`src/rtl/tuso_pkg.sv`:
```
// Shared widths, constants and stage word types for the triangle/unit-square overlap pipeline.
package tuso_pkg;

  localparam int FRAC_BITS = 16;
  localparam int COORD_W   = 24;
  localparam int TOL_W     = 16;
  localparam int EDGES     = 3;
  localparam int DIFF_W    = COORD_W + 1;
  localparam int PROD_W    = 2 * DIFF_W;
  localparam int DOT_W     = PROD_W + 1;
  localparam int PROJ_W    = DOT_W + 1;
  localparam int NORM_W    = DIFF_W + 2;
  localparam int CMP_W     = PROJ_W + 2;
  localparam int DATA_W    = 2 * EDGES * COORD_W;
  localparam int OUT_W     = 8;

  typedef logic [EDGES-1:0][COORD_W-1:0] coord_vec_t;
  typedef logic [EDGES-1:0][DIFF_W-1:0]  diff_vec_t;
  typedef logic [EDGES-1:0][PROD_W-1:0]  prod_vec_t;
  typedef logic [EDGES-1:0][DOT_W-1:0]   dot_vec_t;
  typedef logic [EDGES-1:0][PROJ_W-1:0]  proj_vec_t;
  typedef logic [EDGES-1:0][CMP_W-1:0]   cmp_vec_t;

  typedef struct packed {
    logic       coords_ok;
    coord_vec_t pu;
    coord_vec_t pv;
  } tri_t;

  typedef struct packed {
    logic               coords_ok;
    coord_vec_t         pu;
    coord_vec_t         pv;
    diff_vec_t          du;
    diff_vec_t          dv;
    logic [COORD_W-1:0] umin;
    logic [COORD_W-1:0] umax;
    logic [COORD_W-1:0] vmin;
    logic [COORD_W-1:0] vmax;
  } s1_t;

  typedef struct packed {
    logic              ok;
    prod_vec_t         pvdu;
    prod_vec_t         pudv;
    logic [PROD_W-1:0] area_p;
    logic [PROD_W-1:0] area_q;
    diff_vec_t         du;
    diff_vec_t         dv;
  } s2_t;

  typedef struct packed {
    logic             ok;
    dot_vec_t         de;
    logic [DOT_W-1:0] area;
    cmp_vec_t         smin;
    cmp_vec_t         smax;
  } s3_t;

  typedef struct packed {
    logic      ok;
    proj_vec_t de;
    proj_vec_t dopp;
    cmp_vec_t  smin;
    cmp_vec_t  smax;
  } s4_t;

  typedef struct packed {
    logic     ok;
    cmp_vec_t tmin;
    cmp_vec_t tmax;
    cmp_vec_t smin;
    cmp_vec_t smax;
  } s5_t;

endpackage

```
`src/rtl/tuso_project.sv`:
```
// Stages 3-4: edge-normal projections, doubled area and unit square bounds.
module tuso_project (
  input  logic          clk,
  input  logic          rst,
  input  logic          in_valid,
  output logic          in_ready,
  input  tuso_pkg::s2_t in_word,
  output logic          out_valid,
  input  logic          out_ready,
  output tuso_pkg::s4_t out_word
);
  import tuso_pkg::*;

  s3_t  s3, s3_next;
  s4_t  out_word_next;
  logic s3_valid, s3_ready, s4_ready;

  assign s4_ready = !out_valid || out_ready;
  assign s3_ready = !s3_valid || s4_ready;
  assign in_ready = s3_ready;

  always_comb begin
    logic signed [NORM_W-1:0] nx, ny, lo, hi;
    s3_next.ok   = in_word.ok;
    s3_next.area = DOT_W'($signed(in_word.area_p)) - DOT_W'($signed(in_word.area_q));
    for (int e = 0; e < EDGES; e++) begin
      s3_next.de[e] = DOT_W'($signed(in_word.pvdu[e])) - DOT_W'($signed(in_word.pudv[e]));
      nx = -NORM_W'($signed(in_word.dv[e]));
      ny = NORM_W'($signed(in_word.du[e]));
      lo = ((nx < 0) ? nx : '0) + ((ny < 0) ? ny : '0);
      hi = ((nx > 0) ? nx : '0) + ((ny > 0) ? ny : '0);
      s3_next.smin[e] = CMP_W'(lo) <<< FRAC_BITS;
      s3_next.smax[e] = CMP_W'(hi) <<< FRAC_BITS;
    end
  end

  always_comb begin
    out_word_next.ok   = s3.ok;
    out_word_next.smin = s3.smin;
    out_word_next.smax = s3.smax;
    for (int e = 0; e < EDGES; e++) begin
      out_word_next.de[e]   = PROJ_W'($signed(s3.de[e]));
      out_word_next.dopp[e] = PROJ_W'($signed(s3.de[e])) + PROJ_W'($signed(s3.area));
    end
  end

  always_ff @(posedge clk) begin
    if (rst) begin
      s3_valid  <= 1'b0;
      out_valid <= 1'b0;
    end else begin
      if (s3_ready) s3_valid <= in_valid;
      if (s4_ready) out_valid <= s3_valid;
    end
  end

  always_ff @(posedge clk) begin
    if (s3_ready && in_valid) s3 <= s3_next;
    if (s4_ready && s3_valid) out_word <= out_word_next;
  end

endmodule

```
`config.mk`:
```
export PLATFORM = sky130hd
export DESIGN_NAME = tuso_project
export DESIGN_NICKNAME = d
export VERILOG_FILES = /design/src/rtl/tuso_pkg.sv /design/src/rtl/tuso_project.sv
export SDC_FILE = /design/constraint.sdc
export NUM_CORES = 2
export LEC_CHECK = 0
export BUFFER_PORTS_ARGS = -buffer_cell sky130_fd_sc_hd__buf_4
export CORE_AREA = 2 2 466 468
export CTS_BUF_LIST = sky130_fd_sc_hd__clkbuf_4 sky130_fd_sc_hd__clkbuf_8
export DETAILED_ROUTE_END_ITERATION = 8
export DIE_AREA = 0 0 468 470
export PLACE_DENSITY = 0.43
export SLEW_MARGIN = 20
export SYNTH_ARGS = -nofsm -noshare
export SYNTH_HDL_FRONTEND = slang
export SYNTH_SLANG_ARGS = --single-unit
```
`constraint.sdc`:
```
create_clock -name clk -period 32.7 [get_ports clk]
set_input_delay 3.27 -clock clk [delete_from_list [all_inputs] [get_ports clk]]
set_output_delay 3.27 -clock clk [all_outputs]
set_load 0.005 [all_outputs]
```
Word-level counts from Yosys, hierarchy flattened
Index checks and enable logic that the tools add are counted.
Widths: inputs -> output; s select.

word-level totals
  flip-flop bits (word level) = 841
  bits of input ports = 555
  output and inout port bits = 639

cells by class
  add/subtract/negate cells = 16
  order comparisons = 12
  multiplexer cells = 12
  reductions and logical operators = 6

operator list
  operator             count
  $mux 27              12
  $sub 50x50->51       4
  $add 27x27->27       6
  $add 51x51->52       3
  $gt 27x1->1 const B  3
  $lt 27x1->1 const B  3
  $neg 25->27          3
  $gt 25x1->1 const B  3
  $lt 25x1->1 const B  3
  $logic_and 1x1->1    2
  $logic_not 1->1      2
  $logic_or 1x1->1     2

Longest topological paths before layout
  depth in word-level cells = 4
  gate-level depth with buffers = 27

Worst setup path before layout
No wires, ideal clock.

  path kind = input to register
  start point = input port out_ready
  end point = register out_word[124] (netlist name) (enable)
  setup time = 1375 ps
  arrival = 24135 ps
  data required time = 31325 ps
  setup slack = 7190 ps
  stages on the path = 2
  path buffers = 0
  cell sequence = nor2b_1 nor2b_1

on the way
  cells in the longest elaborated chain, start to end = 2

ends and longest elaborated chain
  item                  RTL line            text
  from (decl)           tuso_project.sv:9   input logic out_ready,
  $logic_or 1x1->1      tuso_project.sv:18  assign s4_ready = !out_valid || out_ready;
  $logic_and 1x1->1     tuso_project.sv:59  if (s4_ready && s3_valid) out_word <= out_word_next;
  to (signal assigned)  tuso_project.sv:59
  to (decl)             tuso_project.sv:10  output tuso_pkg::s4_t out_word

Every way passes these cells.
A chain may end at the register's enable or synchronous reset.

==> impl_metrics.py <==
metrics = {
    "status": {
        "status": "complete, no violations",
    },
    "global_route": {
        "grt-ovfl-total": 0,
        "grt_use_met1_pct": 23.4,
        "use_met2_pct": 36.8,
        "grt_pass1_wl_mm": 330,
        "grt_start_max_net_pins": 139,
        "grt_pass1_vias": 47536,
        "antenna_found_initial": 21,
        "grtUsageMet3_pct": 5.41,
        "busiest_layer": "met2",
        "grt_usage_pct": 20.6,
    },
    "power": {
        "p_comb_share_pct": 30.3,
        "p_per_area_nw_per_um2": 52.8,
        "pwr-share-clk_pct": 30.2,
        "power.total_uw": 3740,
        "p_sw_uw": 1280,
        "irDropWorstVdd_v": 0.0000400,
        "internal_power_uw": 2460,
        "swShare_pct": 34.2,
        "p_leak_uw": 0.0307,
        "pwr-share-seq_pct": 39.4,
    },
    "setup_path": {
        "crit_required_ns": 33.38,
        "worst-path-stages": 24,
        "startpoint_type": "input pin",
        "arrival_ns": 10.20,
        "crit_type": "input pin to register",
        "cp_slowest_cell": "nor4b_1",
        "cp_top_family": "compound AO/OA/AOI/OAI gates",
        "crit_path_cell_trace": "buf_4 -> inv_1 -> ha_1 -> nor4b_1 -> and3_1 -> nand4_1 -> nor4_1 -> or2_2 -> inv_1 -> a31oi_1 -> o21ai_2 -> buf_4 -> nor2_1 -> ha_1 -> a21oi_1 -> o21ai_0 -> o22ai_1 -> o32ai_1 -> o41ai_1 -> o221ai_1 -> a221oi_1 -> nand2b_1 -> a21oi_1 -> xnor2_1",
        "worst_setup_path_end_kind": "register",
        "path_max_fanout": 24,
        "worstRegToRegCells": 12,
        "cp.buffers_inverters": 4,
        "critPathMaxStageDelay_ns": 0.82,
    },
    "hold_path": {
        "hold_depth": 0,
        "hp-class": "register to register",
    },
    "timing": {
        "slew_headroom_pct": 27.9,
        "period_share_pct": 29.1,
        "drv_slew": 0,
        "worst-slew-pin-transition_ns": 1.08,
        "hold_ws_ns": 0.400,
        "timing.fmax_mhz": 105,
        "skew_ns": 0.0647,
        "fin_tns_setup_ns": 0,
        "finalSetupViolCount": 0,
        "rsz0062_at_grt": "false",
        "period_needed_ns": 9.53,
        "timing.final.hold_violations": 0,
    },
    "logic_synthesis": {
        "synth.avg_cell_area_um2": 10.2,
        "synth_warnings": 0,
        "netlist_instances": 5551,
        "syn_area_um2": 56700,
        "yosysSeqAreaShare_pct": 44.5,
        "synthArstFlopShare_pct": 0,
        "ys.flop_type": "edfxtp_1",
        "synth_edf_count": 839,
        "yosys.cell_types.count": 92,
        "yosys-top-cells-area": "edfxtp_1, ha_1, xnor2_1, a21oi_1, a21o_1",
        "yosysTopAreaCellShare_pct": 44.5,
        "synth_top_area_cell": "edfxtp_1",
        "yosys_register_bits": 841,
    },
    "floorplanning": {
        "rows": 171,
        "die_w_um": 468,
        "core-area_um2": 216000,
        "ioPinCount": 1194,
        "start_util_pct": 26.3,
        "die_h_um": 470,
        "dieArea_um2": 220000,
    },
    "cts": {
        "cts_setup_buffers": 0,
        "cts.sinks": 841,
        "ctsHtreeMaxLevel": 4,
        "clock_path_buffers": 3,
        "holdBufCountCts": 0,
        "cts_root_buf": "clkbuf_8",
        "cts_tree": "done",
        "cts-resized-gates": 0,
        "clkTransAtPathRegs_ns": 0.06,
        "cts_buffers": 170,
        "insertion_delay_ns": 0.96,
    },
    "detailed_routing": {
        "first_pass_iters": 6,
        "drtIter0Drc": 3042,
        "via_count": 46737,
        "wl_mm": 235,
        "ant_nets": 0,
        "drt-vias-per-instance": 4.83,
        "drcViolationCount": 0,
        "drt-wirelength-per-cell_um": 24.3,
    },
    "flow_run": {
        "maxCapViolCount": 0,
    },
    "place": {
        "numPortBuffers": 1097,
        "dpl-instance-area_um2": 67400,
        "place_congestion": 0.932,
        "place_hpwl_mm": 194,
    },
    "final_layout": {
        "layout-drive-gt1-share_pct": 21.5,
        "finalNetCount": 7758,
        "syn_to_final_growth_pct": 25.0,
        "final_util_pct": 32.8,
        "fin_area_um2": 70800,
        "fill_cells": 22312,
    },
}
layout make-up:
cell class                 count  area, um2  area share (%)
antenna                        7       17.5          0.0247
multi-input combinational   4177      28800            40.7
clock inverter                81        608           0.859
timing repair buffer        1127       8470            12.0
clock buffer                 228       2780            3.93
sequential                   841      25200            35.6
tap                         2854       3570            5.04
inverter                     358       1340            1.90
registers in the layout, summed over array words and instances, names as in the netlist:
name and flops:
out_valid 1, s3_valid 1, out_word_next 316, out_word 472, s3 51
power by group through the flow:
stage          registers (uW)  logic (uW)  clock network (uW)
2_1_floorplan            1470         689                   0
3_3_place_gp             1500        1140                   0
3_5_place_dp             1500        1130                   0
4_1_cts                  1480        1140                1180
5_1_grt                  1490        1240                1220
6_report                 1470        1130                1130
cell usage in the layout (no fill, tap or decap), drive strengths merged, types with 228 or more instances in the layout:
cell,count
buf,1127
edfxtp,839
ha,515
a21oi,457
nor2,451
inv,364
xnor2,334
nand2,317
o21ai,297
a21o,259
clkbuf,228
stage by stage:
| step | cells | setup WS [ns] |
|---|---|---|
| global route | 9672 | 22.56 |
| finish | 9673 | 23.17 |
| floorplan | 5652 | 7.19 |
| CTS | 9666 | 23.34 |
| detailed placement | 9357 | 22.29 |
| global placement | 9357 | 22.38 |
worst paths after layout:
kind	endpoint	startpoint	slack [ns]
hold reg to reg	out_word[295]$_DFFE_PP_	out_word_next[295]$_DFFE_PP_	0.40
hold / removal	out_word[295]$_DFFE_PP_	out_word_next[295]$_DFFE_PP_	0.40
setup / recovery	out_word_next[93]$_DFFE_PP_	in_word[25]	23.17
setup reg to reg	out_word[478]$_DFFE_PP_	s3[325]$_DFFE_PP_	27.77
kinds of logic (layout without fill, tap and decap cells):
logic type	Yosys count	count (layout)	synth area share, %
and+or+nand+nor	1537	1537	13.5
AOI/OAI and AO/OA	1499	1499	16.9
DFF	841	841	44.5
buffers and inverters	634	1794	5.33
adders and majority gates	529	529	11.9
xor gates and xnor gates	507	507	7.84
muxes	3	3	0.0552
other	1	109	0.00662
synthesized netlist by cell type, types with 83 or more instances:
cell type and number:
and2_1 136, nand2_1 316, o21ai_0 296, buf_4 165
nand3_1 112, nor2_1 451, a21o_1 259, edfxtp_1 839
clkbuf_1 106, o21bai_1 83, ha_1 515, nor3_1 86
inv_1 357, a21oi_1 457, xor2_1 173, nor2b_1 101
xnor2_1 334
per-layer routing:
metal,wire length [um],part of all wire [%]
met2,118000,50
met4,8130,3.5
met1,93300,40
met3,15700,6.7
met5,149,0.063
No activity file was read; power rests on OpenSTA's default activity.
