File: src/rtl/tuso_pkg.sv
// Shared widths, constants and stage word types for the triangle/unit-square overlap pipeline.
package tuso_pkg;

  localparam int FRAC_BITS = 16;
  localparam int COORD_W   = 24;
  localparam int TOL_W     = 16;
  localparam int EDGES     = 3;
  localparam int DIFF_W    = COORD_W + 1;
  localparam int PROD_W    = 2 * DIFF_W;
  localparam int DOT_W     = PROD_W + 1;
  localparam int PROJ_W    = DOT_W + 1;
  localparam int NORM_W    = DIFF_W + 2;
  localparam int CMP_W     = PROJ_W + 2;
  localparam int DATA_W    = 2 * EDGES * COORD_W;
  localparam int OUT_W     = 8;

  typedef logic [EDGES-1:0][COORD_W-1:0] coord_vec_t;
  typedef logic [EDGES-1:0][DIFF_W-1:0]  diff_vec_t;
  typedef logic [EDGES-1:0][PROD_W-1:0]  prod_vec_t;
  typedef logic [EDGES-1:0][DOT_W-1:0]   dot_vec_t;
  typedef logic [EDGES-1:0][PROJ_W-1:0]  proj_vec_t;
  typedef logic [EDGES-1:0][CMP_W-1:0]   cmp_vec_t;

  typedef struct packed {
    logic       coords_ok;
    coord_vec_t pu;
    coord_vec_t pv;
  } tri_t;

  typedef struct packed {
    logic               coords_ok;
    coord_vec_t         pu;
    coord_vec_t         pv;
    diff_vec_t          du;
    diff_vec_t          dv;
    logic [COORD_W-1:0] umin;
    logic [COORD_W-1:0] umax;
    logic [COORD_W-1:0] vmin;
    logic [COORD_W-1:0] vmax;
  } s1_t;

  typedef struct packed {
    logic              ok;
    prod_vec_t         pvdu;
    prod_vec_t         pudv;
    logic [PROD_W-1:0] area_p;
    logic [PROD_W-1:0] area_q;
    diff_vec_t         du;
    diff_vec_t         dv;
  } s2_t;

  typedef struct packed {
    logic             ok;
    dot_vec_t         de;
    logic [DOT_W-1:0] area;
    cmp_vec_t         smin;
    cmp_vec_t         smax;
  } s3_t;

  typedef struct packed {
    logic      ok;
    proj_vec_t de;
    proj_vec_t dopp;
    cmp_vec_t  smin;
    cmp_vec_t  smax;
  } s4_t;

  typedef struct packed {
    logic     ok;
    cmp_vec_t tmin;
    cmp_vec_t tmax;
    cmp_vec_t smin;
    cmp_vec_t smax;
  } s5_t;

endpackage

File: src/rtl/tuso_decide.sv
// Stages 5-6: triangle interval per edge axis, tolerance compare and result register.
module tuso_decide (
  input  logic                       clk,
  input  logic                       rst,
  input  logic                       in_valid,
  output logic                       in_ready,
  input  tuso_pkg::s4_t              in_word,
  input  logic [tuso_pkg::TOL_W-1:0] tol,
  output logic                       out_valid,
  input  logic                       out_ready,
  output logic                       overlaps
);
  import tuso_pkg::*;

  s5_t  s5, s5_next;
  logic overlaps_next;
  logic s5_valid, s5_ready, s6_ready;

  assign s6_ready = !out_valid || out_ready;
  assign s5_ready = !s5_valid || s6_ready;
  assign in_ready = s5_ready;

  always_comb begin
    logic signed [CMP_W-1:0] a, b;
    s5_next.ok   = in_word.ok;
    s5_next.smin = in_word.smin;
    s5_next.smax = in_word.smax;
    for (int e = 0; e < EDGES; e++) begin
      a = CMP_W'($signed(in_word.de[e]));
      b = CMP_W'($signed(in_word.dopp[e]));
      s5_next.tmin[e] = (a < b) ? a : b;
      s5_next.tmax[e] = (a < b) ? b : a;
    end
  end

  always_comb begin
    logic signed [CMP_W-1:0] tol_w;
    logic                    sep;
    tol_w = CMP_W'(tol);
    sep   = 1'b0;
    for (int e = 0; e < EDGES; e++) begin
      if (($signed(s5.tmax[e]) < $signed(s5.smin[e]) - tol_w) ||
          ($signed(s5.smax[e]) < $signed(s5.tmin[e]) - tol_w)) begin
        sep = 1'b1;
      end
    end
    overlaps_next = s5.ok && !sep;
  end

  always_ff @(posedge clk) begin
    if (rst) begin
      s5_valid  <= 1'b0;
      out_valid <= 1'b0;
    end else begin
      if (s5_ready) s5_valid <= in_valid;
      if (s6_ready) out_valid <= s5_valid;
    end
  end

  always_ff @(posedge clk) begin
    if (s5_ready && in_valid) s5 <= s5_next;
    if (s6_ready && s5_valid) overlaps <= overlaps_next;
  end

endmodule

File: config.mk
export PLATFORM = sky130hd
export DESIGN_NAME = tuso_decide
export DESIGN_NICKNAME = d
export VERILOG_FILES = /design/src/rtl/tuso_pkg.sv /design/src/rtl/tuso_decide.sv
export SDC_FILE = /design/constraint.sdc
export NUM_CORES = 2
export LEC_CHECK = 0
export BUFFER_PORTS_ARGS = -buffer_cell sky130_fd_sc_hd__buf_4
export CAP_MARGIN = 20
export CORE_MARGIN = 3
export CORE_UTILIZATION = 35
export DETAILED_ROUTE_END_ITERATION = 6
export PLACE_DENSITY = 0.65
export REMOVE_ABC_BUFFERS = 1
export SLEW_MARGIN = 20
export SYNTH_ARGS = -nofsm -noshare
export SYNTH_HDL_FRONTEND = slang
export SYNTH_SLANG_ARGS = --single-unit
File: constraint.sdc
create_clock -name clk -period 45.9 [get_ports clk]
set_input_delay 4.59 -clock clk [delete_from_list [all_inputs] [get_ports clk]]
set_output_delay 4.59 -clock clk [all_outputs]
set_load 0.05 [all_outputs]
Word-level counts from Yosys, hierarchy flattened
Index checks and enable logic that the tools add are counted.
Storage, ports and cells
  bits in registers: 652
  output and inout port bits: 3
  logic and storage cells: 51
Operators by class
  add/subtract/negate cells: 6
  order comparisons: 9
  mux-type cells: 9
  reductions and logical operators: 11
Operators with widths (count)
  less-than comparator 54 bit: 6
  2-to-1 mux 54 bit: 6
  subtractor 54 x 17 -> 54 bit: 6
  less-than comparator 52 bit: 3
  logical OR 1 bit: 5
  logical AND 1 bit: 3
  zero test 1 bit: 3
  2-to-1 mux 1 bit: 3

Longest topological paths before layout
  word-level depth: 8
  mapped depth: 25
  depth with buffers taken out: 25

Worst setup path before layout
OpenSTA, ideal clock, no wires.
  path kind: input to register
  from: in out_ready
  to: reg s5[0] (netlist name) (enable)
  setup time: 1.084 ns
  arrival time: 19.415 ns
  setup slack: 25.402 ns
  stages: 3
  path buffers: 0
  cell sequence: nor2b_1 nand2_1 and2_1
On the way
  word-level cells in the longest chain between the ends: 3
Ends and longest elaborated chain
  start: declaration: RTL line tuso_decide.sv:10  | input logic out_ready,
  logical OR 1 bit: RTL line tuso_decide.sv:19  | assign s6_ready = !out_valid || out_ready;
  logical OR 1 bit: RTL line tuso_decide.sv:20  | assign s5_ready = !s5_valid || s6_ready;
  net in_ready: RTL line tuso_decide.sv:6  | output logic in_ready,
  logical AND 1 bit: RTL line tuso_decide.sv:61  | if (s5_ready && in_valid) s5 <= s5_next;
  end signal: assignment: RTL line tuso_decide.sv:61
  end: declaration: RTL line tuso_decide.sv:15  | s5_t s5, s5_next;
The timed path passes the listed nets, and every way through them passes these cells.
A chain may end at the register's enable or synchronous reset.

Final worst setup path
  from: in tol[1] (netlist name)
  to: reg overlaps (data pin)
On the way
  word-level cells in the longest chain between the ends: 8
  elaborated cells between the ends (all ways): 20
  those cells by class: 6 x add/sub; 6 x order compare; 3 x mux; 5 x reduce/logical
Ends and longest elaborated chain
  start: declaration: RTL line tuso_decide.sv:8  | input logic [tuso_pkg::TOL_W-1:0] tol,
  subtractor 54 x 17 -> 54 bit, on equally long branches: RTL line tuso_decide.sv:42, tuso_decide.sv:43
  less-than comparator 54 bit, on equally long branches: RTL line tuso_decide.sv:42, tuso_decide.sv:43
  logical OR 1 bit: RTL line tuso_decide.sv:42  | if (($signed(s5.tmax[e]) < $signed(s5.smin[e]) - tol_w) ||
  2-to-1 mux 1 bit (2 in a row): RTL line tuso_decide.sv:42
  2-to-1 mux 1 bit *: RTL line tuso_decide.sv:42
  zero test 1 bit *: RTL line tuso_decide.sv:47  | overlaps_next = s5.ok && !sep;
  logical AND 1 bit *: RTL line tuso_decide.sv:47
  net overlaps_next: RTL line tuso_decide.sv:16  | logic overlaps_next;
  end signal: assignment: RTL line tuso_decide.sv:62  | if (s6_ready && s5_valid) overlaps <= overlaps_next;
  end: declaration: RTL line tuso_decide.sv:11  | output logic overlaps
The timed path passes the listed nets; every way through them passes the cells marked *.

==> summary.txt <==
Unrepaired setup endpoints after global routing -> false
Core region area -> 121,000 µm²
Distinct cells, synth -> 73
Number of hold buffers added after cts -> 0
Synthesized area -> 43,000 µm²
Worst Setup SP -> tol[1]
Crit Path Category -> input port to register
Final hold violation count -> 0
Gate Count Post-Synth -> 3,815
Number of warnings reported in the yosys synthesis log -> 0
Root buffer cell -> sky130_fd_sc_hd__clkbuf_16
Data required time at the worst endpoint -> 46.35 ns
Count of max-cap constraint violations -> 0
Share of post-route cells with drive strength above 1 -> 0.241
Shortest clock period the worst path allows after layout -> 10.72 ns
Setup skew after layout -> 0.0264 ns
Die height -> 356 µm
Class of the tightest hold or removal check -> register to register
Layout overhead on the synthesized area -> 22.3%
Routing layer with the top usage in global route -> met2
Average cell area after synthesis -> 11.3 µm²
Maximum number of pins on one net before global-route repair -> 78
Max-slew headroom at the worst pin -> 0.297
Met1 usage in global routing -> 0.278
Global-route wire length before repair -> 206,000 µm
Clock tree from TritonCTS -> built
Arrival time worst endpoint -> 11.17 ns
Via-to-Cell Ratio -> 5.32
Met3 capacity usage during global routing -> 0.0535
Number of rows created at floorplan -> 127
Cell with the most instances after synthesis -> sky130_fd_sc_hd__edfxtp_1
Number of I/O pins -> 660
CTS sink count -> 640
Vias in the first global route -> 32,500
Clock Latency Late Sink -> 0.66 ns
Setup total negative slack -> 0 ns
Fin worst setup slack -> 35.18 ns
Footprint of the flip-flops and latches -> 19,200 µm²
Ranking of synthesized cells by area -> sky130_fd_sc_hd__edfxtp_1, sky130_fd_sc_hd__ha_1, sky130_fd_sc_hd__mux2_2
Number of slew-limit violations in the final report -> 0
Via Count -> 33,000
Critical Path Sink Type -> register
Post-route non-filler standard cell count -> 6,198
Max frequency -> 93.3 MHz
Pre-CTS worst setup slack -> 34.36 ns
Maximum vdd drop -> 0.0307 mV
Number of I/O port buffers -> 659
Post-CTS setup buffers -> 0
Total congestion overflow -> 0
Number of detailed-routing iterations run before antenna repair -> 6
Area after detailed placement -> 49,900 µm²
Hold Slack -> 0.521 ns
Number of register bits inferred by synthesis -> 640
Post-Place Cells -> 6,026
Area of the multi-input gates -> 22,700 µm²
Final wirelength -> 143,000 µm
Result of the run -> finished, final reports clean
Cells resized by post-CTS repair -> 0
Endpoints failing setup -> 0
Area of the die -> 127,000 µm²
Placer Congestion -> 0.911
Level count of the clock H-tree -> 3
Fin area -> 52,600 µm²
Portion of the post-synthesis area used by sequential elements -> 0.447
Commonest cells in the synthesized netlist -> sky130_fd_sc_hd__edfxtp_1, sky130_fd_sc_hd__ha_1, sky130_fd_sc_hd__nand2_1
Estimated wirelength of the detail-placed design -> 114,000 µm
Number of nets in the layout -> 5,725
Met2 routing resource usage after global routing -> 0.360
Remaining antenna violation count after routing -> 0
Power density over cell area -> 34.7 nW/µm²
Share of synthesized flip-flops with an asynchronous set or reset -> 0
Top fanout value on the critical path -> 12
Die boundary width -> 356 µm
Number of enable flip-flop cells after synthesis -> 638
Post-synth top area cell -> sky130_fd_sc_hd__edfxtp_1
Static power due to leakage -> 21.7 nW
Clock edge transition at the registers on the reported setup and hold paths -> 0.06 ns
Flip-flop cell with the highest count after synthesis -> sky130_fd_sc_hd__edfxtp_1
Portion of synthesized cell area occupied by the leading cell type -> 0.446
CTS max path bufs -> 3
Min-Delay Startpoint -> s5_valid$_SDFFE_PP0N_
Period utilization -> 0.234
Worst reg2reg startpoint -> s5[486]$_DFFE_PP_
Detailed router's first-iteration violation count -> 2,503
Global-route usage over all layers -> 0.218
Least-Margin Pin Slew -> 1.05 ns
Number of antenna violations at the first check in global routing -> 47
Post-route DRC -> 0
Starting density of the core -> 0.355
Wire per inst -> 23.1 µm
Category of the worst setup path launch point -> input port
Num CTS Buffers -> 79
Fill cells -> 11,300
-- area by class of cell --
class / count / share of cell area
Clock inverter: 52 / 0.0104
Inverter: 217 / 0.0155
Multi-Input combinational cell: 2872 / 0.432
Clock buffer: 92 / 0.0398
Antenna cell: 28 / 0.00133
Sequential cell: 640 / 0.365
Timing Repair Buffer: 685 / 0.0978
Tap cell: 1612 / 0.0384
-- kinds of logic after synthesis --
group	count (synthesis)	synth area share
mux	259	0.0678
simple gates	994	0.118
xor+xnor	290	0.0591
compound gates	756	0.113
fa+ha+maj	573	0.168
flops	640	0.447
buf+inv	303	0.0269
-- worst max-delay path, stage by stage --
cell,delay [ns]
sky130_fd_sc_hd__buf_4,0.08
sky130_fd_sc_hd__inv_1,0.37
sky130_fd_sc_hd__fa_1,0.61
sky130_fd_sc_hd__a21o_1,0.18
sky130_fd_sc_hd__a21oi_1,0.27
sky130_fd_sc_hd__o21ai_0,0.12
sky130_fd_sc_hd__a21o_1,0.22
sky130_fd_sc_hd__o41ai_2,0.44
sky130_fd_sc_hd__o21ai_0,0.29
sky130_fd_sc_hd__a221oi_2,0.53
sky130_fd_sc_hd__nand4_1,0.38
sky130_fd_sc_hd__nor4_1,0.32
sky130_fd_sc_hd__xnor2_1,0.11
sky130_fd_sc_hd__ha_1,0.30
sky130_fd_sc_hd__nand4_1,0.12
sky130_fd_sc_hd__nor4_1,0.48
sky130_fd_sc_hd__nor4b_1,0.36
sky130_fd_sc_hd__nand3_1,0.11
sky130_fd_sc_hd__o21ai_0,0.21
sky130_fd_sc_hd__xnor2_1,0.18
sky130_fd_sc_hd__o2111ai_1,0.40
sky130_fd_sc_hd__nor4_1,0.46
-- flip-flops by register name, summed over array words and instances, names as in the netlist --
name,cells
s5,637
s5_valid,1
overlaps,1
out_valid,1
-- stage by stage --
stage | utilization | total power, mW
after floorplan | - | 1.05
after global placement | 0.412 | 1.18
after detailed placement | 0.412 | 1.19
after CTS | 0.434 | 1.84
after global routing | 0.434 | 1.92
final | 0.435 | 1.82
-- final timing paths --
| kind | cells past startpoint | end | slack (ns) |
|---|---|---|---|
| setup / recovery | 22 | overlaps$_DFFE_PP_ | 35.18 |
| hold / removal | 2 | out_valid$_SDFFE_PP0P_ | 0.52 |
| setup reg to reg | 23 | overlaps$_DFFE_PP_ | 39.19 |
| hold reg to reg | 2 | out_valid$_SDFFE_PP0P_ | 0.52 |
-- report_power, final --
group	internal [mW]	switching (mW)	leakage (nW)
Combinational	0.203	0.237	14.2
Clock	0.383	0.262	1.29
Sequential	0.708	0.0322	6.25
-- metal layers --
metal | up-vias | wire length [µm]
met5 | - | 235
met4 | 38 | 4640
met3 | 229 | 11200
met2 | 1092 | 66800
met1 | 15800 | 60000
li1 | 15800 | -
-- layout by cell type (no fill, tap or decap), types with 13 or more instances in the layout --
cell	n
sky130_fd_sc_hd__buf_4	685
sky130_fd_sc_hd__edfxtp_1	638
sky130_fd_sc_hd__ha_1	566
sky130_fd_sc_hd__nand2_1	263
sky130_fd_sc_hd__mux2_2	256
sky130_fd_sc_hd__inv_1	217
sky130_fd_sc_hd__a21oi_1	211
sky130_fd_sc_hd__nor2_1	180
sky130_fd_sc_hd__xnor2_1	168
sky130_fd_sc_hd__a21o_1	153
sky130_fd_sc_hd__xor2_1	121
sky130_fd_sc_hd__o21ai_0	116
sky130_fd_sc_hd__nor3_1	107
sky130_fd_sc_hd__nand4_1	85
sky130_fd_sc_hd__clkbuf_16	82
sky130_fd_sc_hd__a211oi_1	78
sky130_fd_sc_hd__a31oi_1	66
sky130_fd_sc_hd__and2_1	64
sky130_fd_sc_hd__nand3_1	56
sky130_fd_sc_hd__nor4_1	47
sky130_fd_sc_hd__or3_1	37
sky130_fd_sc_hd__nor2b_1	36
sky130_fd_sc_hd__nand2b_1	33
sky130_fd_sc_hd__diode_2	28
sky130_fd_sc_hd__o21a_1	20
sky130_fd_sc_hd__clkinv_1	15
sky130_fd_sc_hd__and3_1	14
sky130_fd_sc_hd__a2111oi_0	14
sky130_fd_sc_hd__or4_1	13
sky130_fd_sc_hd__o211ai_1	13
sky130_fd_sc_hd__o21bai_1	13
sky130_fd_sc_hd__clkinv_2	13
(Power assumes the default switching activity.)
